**src/rtl/assert_macros.svh**
```systemverilog
// ---------------------------------------------------------------------------
// Assertion macros shared by the hash set RTL
// ---------------------------------------------------------------------------
`ifndef ASSERT_MACROS_SVH
`define ASSERT_MACROS_SVH

// Clocked check, switched off while reset is held
`define CHS_ASSERT(lbl, clk, rst_n, prop) \
  lbl: assert property (@(posedge clk) disable iff (!rst_n) (prop)) \
    else $error("hash set check failed");

// Clocked check that also holds during reset
`define CHS_ASSERT_ALWAYS(lbl, clk, prop) \
  lbl: assert property (@(posedge clk) (prop)) \
    else $error("hash set check failed");

`endif

```
**src/rtl/chs_pkg.sv**
```systemverilog
// ---------------------------------------------------------------------------
// chs_pkg: shared types and constants of the chained hash set
// Opcodes, status codes, controller states and default sizes.
// ---------------------------------------------------------------------------
`timescale 1ns / 1ps

package chs_pkg;

  localparam int unsigned BUCKETS_DEF    = 1024;
  localparam int unsigned POOL_NODES_DEF = 1024;
  localparam int unsigned KEY_BITS_DEF   = 32;

  localparam int unsigned MOD_BITS   = 11;
  localparam int unsigned CNT_BITS   = 11;
  localparam logic [MOD_BITS-1:0] MOD_RESET = 11'd1021;

  typedef enum logic [1:0] {
    OP_INSERT = 2'd0,
    OP_SEARCH = 2'd1,
    OP_DELETE = 2'd2,
    OP_NONE   = 2'd3
  } op_t;

  typedef enum logic [1:0] {
    ST_OK      = 2'd0,
    ST_DUP     = 2'd1,
    ST_MISSING = 2'd2,
    ST_FULL    = 2'd3
  } status_t;

  typedef enum logic [3:0] {
    S_CLEAR,
    S_IDLE,
    S_DIV,
    S_HEAD,
    S_LOAD,
    S_WALK,
    S_CMP,
    S_UPDATE,
    S_RESP
  } state_t;

endpackage

```
**src/rtl/chs_bucket.sv**
```systemverilog
// ---------------------------------------------------------------------------
// chs_bucket: bucket index unit
// Restoring division of the key magnitude, one quotient bit per cycle;
// the remainder is folded to a non-negative bucket for negative keys.
// ---------------------------------------------------------------------------
`timescale 1ns / 1ps

`include "assert_macros.svh"

module chs_bucket import chs_pkg::*; #(
  parameter int unsigned BUCKETS  = BUCKETS_DEF,
  parameter int unsigned KEY_BITS = KEY_BITS_DEF
) (
  input  logic                       clk,
  input  logic                       rst_n,
  input  logic                       start,
  input  logic [KEY_BITS-1:0]        key,
  input  logic [MOD_BITS-1:0]        modulus,
  output logic                       done,
  output logic [$clog2(BUCKETS)-1:0] bucket
);

  localparam int unsigned CB = $clog2(BUCKETS + 1);
  localparam int unsigned MW = (CB > MOD_BITS) ? CB : MOD_BITS;
  localparam int unsigned BI = $clog2(BUCKETS);
  localparam int unsigned CW = $clog2(KEY_BITS + 1);

  logic              busy_r, busy_nxt;
  logic [CW-1:0]     cnt_r, cnt_nxt;
  logic [KEY_BITS-1:0] dvd_r, dvd_nxt;
  logic [MW-1:0]     rem_r, rem_nxt;
  logic [MW-1:0]     m_r, m_nxt;
  logic              neg_r, neg_nxt;
  logic [MW-1:0]     m_clamp;
  logic [MW:0]       trial;
  logic [MW-1:0]     folded;

  // clamp the modulus into 2..BUCKETS
  always_comb begin
    m_clamp = MW'(modulus);
    if (m_clamp < MW'(2)) begin
      m_clamp = MW'(2);
    end else if (m_clamp > MW'(BUCKETS)) begin
      m_clamp = MW'(BUCKETS);
    end
  end

  assign trial = {rem_r, dvd_r[KEY_BITS-1]};

  // one restoring step per cycle
  always_comb begin
    busy_nxt = busy_r;
    cnt_nxt  = cnt_r;
    dvd_nxt  = dvd_r;
    rem_nxt  = rem_r;
    m_nxt    = m_r;
    neg_nxt  = neg_r;
    if (start) begin
      busy_nxt = 1'b1;
      cnt_nxt  = CW'(KEY_BITS);
      dvd_nxt  = key[KEY_BITS-1] ? (~key + 1'b1) : key;
      rem_nxt  = '0;
      m_nxt    = m_clamp;
      neg_nxt  = key[KEY_BITS-1];
    end else if (busy_r) begin
      if (cnt_r == '0) begin
        busy_nxt = 1'b0;
      end else begin
        if (trial >= {1'b0, m_r}) begin
          rem_nxt = MW'(trial - {1'b0, m_r});
        end else begin
          rem_nxt = MW'(trial);
        end
        dvd_nxt = dvd_r << 1;
        cnt_nxt = cnt_r - 1'b1;
      end
    end
  end

  always_ff @(posedge clk) begin
    if (!rst_n) begin
      busy_r <= 1'b0;
      cnt_r  <= '0;
    end else begin
      busy_r <= busy_nxt;
      cnt_r  <= cnt_nxt;
    end
    dvd_r <= dvd_nxt;
    rem_r <= rem_nxt;
    m_r   <= m_nxt;
    neg_r <= neg_nxt;
  end

  // negative keys with a non-zero remainder map to m - r
  assign folded = (neg_r && rem_r != '0) ? (m_r - rem_r) : rem_r;
  assign done   = busy_r && (cnt_r == '0);
  assign bucket = BI'(folded);

  `CHS_ASSERT(a_bucket_range, clk, rst_n, done |-> (folded < m_r))
  `CHS_ASSERT(a_no_restart, clk, rst_n, start |-> !busy_r)

endmodule

```
**config.mk**
```make
export PLATFORM = sky130hd
export DESIGN_NAME = chs_bucket
export DESIGN_NICKNAME = d
export VERILOG_FILES = /design/src/rtl/chs_pkg.sv /design/src/rtl/chs_bucket.sv
export VERILOG_INCLUDE_DIRS = /design/src /design/src/rtl
export SDC_FILE = /design/constraint.sdc
export NUM_CORES = 1
export LEC_CHECK = 0
export ABC_AREA = 1
export BUFFER_PORTS_ARGS = -buffer_cell sky130_fd_sc_hd__buf_2
export CORE_MARGIN = 2
export CORE_UTILIZATION = 55
export CTS_BUF_LIST = sky130_fd_sc_hd__clkbuf_8
export DETAILED_ROUTE_END_ITERATION = 12
export GPL_TIMING_DRIVEN = 0
export PLACE_DENSITY = 0.79
export SYNTH_ARGS = -nofsm -noshare
export SYNTH_HDL_FRONTEND = slang
export SYNTH_SLANG_ARGS = --single-unit
```
**constraint.sdc**
```tcl
create_clock -name clk -period 1.8 [get_ports clk]
set_input_delay 0.27 -clock clk [delete_from_list [all_inputs] [get_ports clk]]
set_output_delay 0.27 -clock clk [all_outputs]
set_load 0.005 [all_outputs]
```
==> results.md, run 1 <==
- Status: finished, violations left
- Violated checks: negative setup slack
- Synth-to-Final Area Change: 28.0%
- RSZ-0062 raised after global routing: yes
- Setup Viol. Count Final: 21
- Core ar.: 8640 um^2
- Worst skew pair latency: 0.35 ns
- Static leakage: between 2 and 3 nW
- Post-synth cell types: 40
- Hpwl dp: 9750 um
- Compound-Gate Fraction of Synth Area: under 10%
- Clk_skew: approximately 0.010 ns
- Mux contribution to synthesized area: 0%
- Starting Density: a little under three fifths
- CTS clk-pin slew, worst paths: roughly 0.07 ns
- MaxCap Viol Count: 0
- Reg area: 1710 um^2
- Power per cell area: 611 nW/um^2
- Largest cells by area after synthesis: edfxtp_1, nand2_1, dfxtp_1
- Worst min-delay path class: in2reg
- Multi-input gate area: around 3200 um^2
- Row count: 34
- Synthesized instance count: 686
- CTS tree: built
- Nets: 854
- # port buffers: 56
- Syn Area/Cell: just over 7 um^2
- Layout cell share with drive strength beyond 1: around 29%
- Register area share after synthesis: between 30% and 40%
- FF+latch count, synth: slightly above 60
- Adder-Cell Fraction of Synth Area: under 10%
- Tightest Pin Transition: 0.463 ns
- Most used DFF post-synth: edfxtp_1
- Placed instance area: between 5000 and 6000 um^2
- Synth Area in XOR/XNOR: between 4 and 5%
- Die Ht: slightly below 100 um
- H-tree levels: 3
- Syn_nets: 756
- Min cycle time layout: 2.47 ns
- Final worst slack: -0.672 ns
- Max Root-Sink Buffers: 2
- WS Path Type: reg2out
- Maximum vdd ir drop: ~0.0005 V
- Routed vias: around 5200
- Fin. Hold Viols: 0
- EDFF count, synth: between 40 and 50
- Ys async rst share: 0%
- Final Cycle Share: 137%
- 1st-pass router iterations: 7
- Crit-path max FO: 3
- Overall die width: 97.8 um
- Layout fillers: around 650
- Critical path data required time: about 1.5 ns
- Routed WL per cell: roughly 17 um
- Crit path launch type: flip-flop
- Hold slack: 0.133 ns
- Crit path arrival time: between 2 and 2.5 ns
- Gr ovfl total: 0
- Drc violations: 0
- Vias/cell: roughly 5.8
- Final instance area: ~6200 um^2
- Num CTS Buffers: 9
- Hold_buf cts: 0
- Post-synth top area cell: edfxtp_1
- Number of clock sinks: a little over 60
- Clock Tree Root: clkbuf_8
- First-pass GRT wire length: between 20000 and 25000 um
- Routability cong.: 0.935
- DRT antenna net count: 0
- Largest net degree at the start of global routing: 39
- Synth Area in Simple Gates: between 30% and 40%
- Yosys top cell area share: ~27%
- Placed cells: 850
- Mapped cell area: ~4800 um^2
- Vias in the first global route: 4632
- Setup crit end kind: output pin
- Initial antenna violation count: 0
- Final WL: 15100 um
- # diodes: 0
- Largest family of logic cells by synthesized area: simple AND/OR/NAND/NOR gates
- Final Max Tran Viols: 0
- Area of the die: roughly 9600 um^2
- Max_slew headroom: 69.2%
- Post-Layout Cell Count: roughly 900
- GRT Overall Usage: between 20 and 30%
- Starting DRT DRC Count: about 500
- Max Fclk: just over 0.4 GHz
- Top Ports: 57
- Syn. warnings: 0
kinds of logic (layout without fill, tap and decap cells):
| group | Yosys count | after routing |
|---|---|---|
| and+or+nand+nor | 387 | 387 |
| DFF | 62 | 62 |
| adders and majority gates | 24 | 24 |
| AOI/OAI and AO/OA | 84 | 84 |
| buffers and inverters | 104 | 207 |
| xor gates and xnor gates | 25 | 25 |
cell usage in the layout (no fill, tap or decap), types with 18 or more instances in the layout:
cell / n
buf_2: 63
buf_4: 24
edfxtp_1: 44
inv_1: 73
nand2_1: 181
nand3_1: 41
nand4_1: 19
nor2_1: 74
o21ai_0: 27
o21ai_1: 18
routing by layer:
layer,up-vias,track usage (%),part of all wire [%]
li1,2452,-,-
met1,2449,35.6,41
met2,270,47.2,48
met3,63,5.01,7.0
met4,0,9.19,4.2
met5,-,0,0
cells in the mapped netlist (2+ instances only):
library cell and count:
inv_2 3, a21oi_2 2, buf_6 3, o21ai_0 39
a21o_1 2, nand3_1 57, inv_1 82, nand4_1 19
o211ai_1 2, ha_1 22, nor2_4 6, xor2_1 16
nor4_1 2, or2_0 2, xnor2_1 9, a21oi_1 18
clkbuf_1 5, dfxtp_1 18, o21ai_1 11, nor3_1 5
a31oi_1 3, nand2_1 198, fa_1 2, nand3b_1 7
buf_2 8, nand2_4 2, nor2_1 76, nor2_2 6
nand2_2 5, o21bai_1 2, o21ai_2 2, edfxtp_1 44
final cells by class:
type | count | share of cell area [%]
multi-input cells | 520 | 51.4
repair inverters | 1 | 0.141
well taps | 108 | 2.18
clock inverters | 7 | 0.687
repair buffers | 87 | 8.87
plain buffers | 17 | 1.64
flip-flops and latches | 62 | 27.6
clock buffers | 9 | 2.00
inverters | 86 | 5.46
through the flow:
stage / setup WS [ns] / util, % / power (mW) / TNS [ns]
floorplan: 0.00305 / - / 2.24 / 0
global placement: -0.295 / 60.9 / 2.46 / -8.46
detailed placement: -0.303 / 60.9 / 2.48 / -11.16
CTS: -0.523 / 68.2 / 3.63 / -6.64
global route: -0.722 / 71.7 / 3.93 / -8.62
finish: -0.672 / 71.7 / 3.78 / -7.48
sequential cells by signal (all words and copies together), names as in the netlist:
name    count
neg_r       1
cnt_r       6
busy_r      1
m_r        11
dvd_r      32
rem_r      11
critical path, cell delays in order, from the launching register on:
cell,delay (ns)
edfxtp_1,0.39
inv_2,0.07
ha_4,0.16
fa_2,0.37
inv_2,0.07
nand3_2,0.08
nand2_4,0.10
nand4_1,0.14
nand2_1,0.11
nand2_1,0.06
nand3_1,0.09
o21ai_1,0.09
buf_2,0.14
final timing paths:
path / from / to / cells past startpoint / slack [ns]
worst max-delay path: m_r[0] / bucket[8] / 12 / -0.67
worst min-delay path: rst_n / cnt_r[5] / 3 / 0.13
worst max register to register: m_r[0] / rem_r[7] / 11 / -0.34
worst min register to register: cnt_r[2] / cnt_r[2] / 2 / 0.49
report_power, final:
part	total, mW	internal, mW	switching (mW)
registers	1.72	1.66	0.0594
logic	1.00	0.404	0.597
clock network	1.06	0.488	0.574
what timing repair did:
item,CTS,global route
pin swaps,25,32
resized for setup,86,49
setup buffers,15,16
endpoints found under the setup margin,53,54
gates cloned,2,1
No activity file was read; power rests on OpenSTA's default activity.
==> run 2, diff against run 1 <==
--- a/config.mk
+++ b/config.mk
@@ -7,13 +7,14 @@
 export NUM_CORES = 1
 export LEC_CHECK = 0
 export ABC_AREA = 1
-export BUFFER_PORTS_ARGS = -buffer_cell sky130_fd_sc_hd__buf_2
 export CORE_MARGIN = 2
-export CORE_UTILIZATION = 55
+export CORE_UTILIZATION = 60
 export CTS_BUF_LIST = sky130_fd_sc_hd__clkbuf_8
 export DETAILED_ROUTE_END_ITERATION = 12
+export DONT_BUFFER_PORTS = 1
 export GPL_TIMING_DRIVEN = 0
 export PLACE_DENSITY = 0.79
+export REMOVE_ABC_BUFFERS = 1
 export SYNTH_ARGS = -nofsm -noshare
 export SYNTH_HDL_FRONTEND = slang
 export SYNTH_SLANG_ARGS = --single-unit
==> run 2 against run 1 <==
  * Utilization rose by 4.7 points
  * Global-route usage rose by 2.5 points
  * The flow still finishes with violations (negative setup slack)
  * Cell count fell by 7.2%
  * Combinational power fell by 14%
  * Critical path type unchanged
  * Worst hold slack got worse by 0.12 ns
==> results.md, run 2 (same netlist as run 1, synthesis figures left out) <==
- Status: finished, violations left
- Violated checks: negative setup slack
- GRT Overall Usage: between 30% and 40%
- CTS clk-pin slew, worst paths: ~0.070 ns
- Static leakage: between 2 and 3 nW
- Core ar.: 7770 um^2
- Final instance area: 5940 um^2
- Commonest non-fill, non-tap cell in the layout: nand2_1
- Layout cell share with drive strength beyond 1: a little over a fifth
- Overall die width: about 94 um
- Vias/cell: 6.02
- MaxCap Viol Count: 0
- Top flop regs: dvd_r x32, m_r x11, rem_r x11
- Critical path data required time: roughly 1.5 ns
- Final worst slack: -0.521 ns
- Share of the core filled with cells: about three quarters
- Worst min-delay path class: in2reg
- Largest net degree at the start of global routing: 45
- # port buffers: 0
- RSZ-0062 raised after global routing: yes
- Routed vias: 5011
- H-tree levels: 3
- Max_slew headroom: 29.1%
- Max Fclk: 0.431 GHz
- Top Ports: 57
- Area of the die: between 8000 and 9000 um^2
- Bufs and invs on worst path: 3
- Fin. Hold Viols: 0
- Critical Path Max Stage Delay: roughly 0.38 ns
- CTS tree: built
- Crit-path most repeated cell: inv_2
- Max reg flops: 32
- First-pass GRT wire length: approximately 21000 um
- Routability cong.: between 0.9 and 1
- Vias in the first global route: 4647
- Initial antenna violation count: 0
- Hold slack: roughly 0.017 ns
- Nets: slightly below 800
- Largest reg by FF count: dvd_r
- Setup TNS: -6.83 ns
- Num CTS Buffers: 9
- Number of clock sinks: 62
- Synth-to-Final Area Change: 22.7%
- Row count: 32
- Setup crit end kind: output pin
- Hpwl dp: 8360 um
- Crit path arrival time: ~2 ns
- Power per cell area: 666 nW/um^2
- Power Total: a little under 4 mW
- Max Root-Sink Buffers: 2
- Critical path origin: m_r[0]
- Crit path launch type: flip-flop
- Routed WL per cell: roughly 18 um
- Worst skew pair latency: approximately 0.36 ns
- Starting DRT DRC Count: a little under 500
- WS Path Type: reg2out
- Hold path start: rst_n
- # diodes: 0
- Cell family with most CP delay: adder cells
- Maximum vdd ir drop: about 0.00037 V
- Final Cycle Share: 129%
- Tightest Pin Transition: between 1 and 1.5 ns
- Min cycle time layout: between 2 and 2.5 ns
- CP max-delay cell: edfxtp_1
- DRT antenna net count: 0
- Most frequent cells in the layout: nand2_1, inv_1, nor2_1
- Crit-path max FO: 3
- Setup Viol. Count Final: 21
- Clock Tree Root: clkbuf_8
- Cell Chain, Critical Path: inv_2, ha_4, fa_2, inv_2, nand3_2, nand2_4, buf_4, a21oi_2, xor2_1, o21ai_1
- Drc violations: 0
- Placed instance area: a little under 5000 um^2
- 1st-pass router iterations: 7
- Starting Density: roughly 62%
- Gr ovfl total: 0
- Clk_skew: around 0.014 ns
- RR Startpoint: rem_r[9]
- Final Max Tran Viols: 0
- Die Ht: 93.8 um
- Final WL: 14800 um
-- run 2: changes by cell type in the layout (fill, tap and decap cells not counted), moves of 5 or more --
cell      delta
nand3_2     -13
buf_4        +7
nand2_1      +8
nand2_2      -6
buf_2       -63
nand3_1     +13
clkbuf_1     -5
-- run 2: per-layer routing --
metal / wire (um) / GRT usage [%] / share of wire (%)
met1: 5470 / 36.0 / 37
met2: 7270 / 52.1 / 49
met3: 1390 / 7.46 / 9.4
met4: 703 / 11.5 / 4.7
met5: 0 / 0 / 0
-- run 2: what timing repair did --
item	4_1_cts	5_1_grt
endpoints found under the hold margin	1	1
hold buffers	1	1
setup endpoints to repair	53	54
buffers inserted	24	18
pin swaps	21	20
gates resized for setup	68	54
cloned	1	1
-- run 2: stage by stage --
stage / instances / setup WS, ns
6_report: 832 / -0.521
5_1_grt: 832 / -0.599
4_1_cts: 812 / -0.376
3_5_place_dp: 770 / -0.780
3_3_place_gp: 770 / -0.727
2_1_floorplan: 668 / -0.111
-- run 2: power by group --
| part | leakage (nW) | internal (mW) | switching (mW) |
|---|---|---|---|
| Clock | 0.100 | 0.769 | 0.605 |
| Sequential | 0.590 | 1.66 | 0.0596 |
| Combinational | 1.97 | 0.363 | 0.497 |
| Total | 2.66 | 2.80 | 1.16 |
-- run 2: path summary, 6_finish.rpt --
path                                  end  slack (ns)  depth (start not counted)
worst max-delay path            bucket[6]       -0.52                         10
worst max register to register  rem_r[10]       -0.31                         12
worst min-delay path             cnt_r[5]        0.02                          2
worst min register to register   cnt_r[0]        0.46                          1
-- run 2: layout make-up --
| cell class | instances | area [um^2] |
|---|---|---|
| inverters | 86 | 340 |
| clock buffers | 9 | 124 |
| multi-input cells | 521 | 3150 |
| flip-flops and latches | 62 | 1710 |
| clock inverters | 7 | 90.1 |
| repair inverters | 1 | 11.3 |
| repair buffers | 44 | 394 |
| well taps | 102 | 128 |
| fillers | 539 | 1830 |
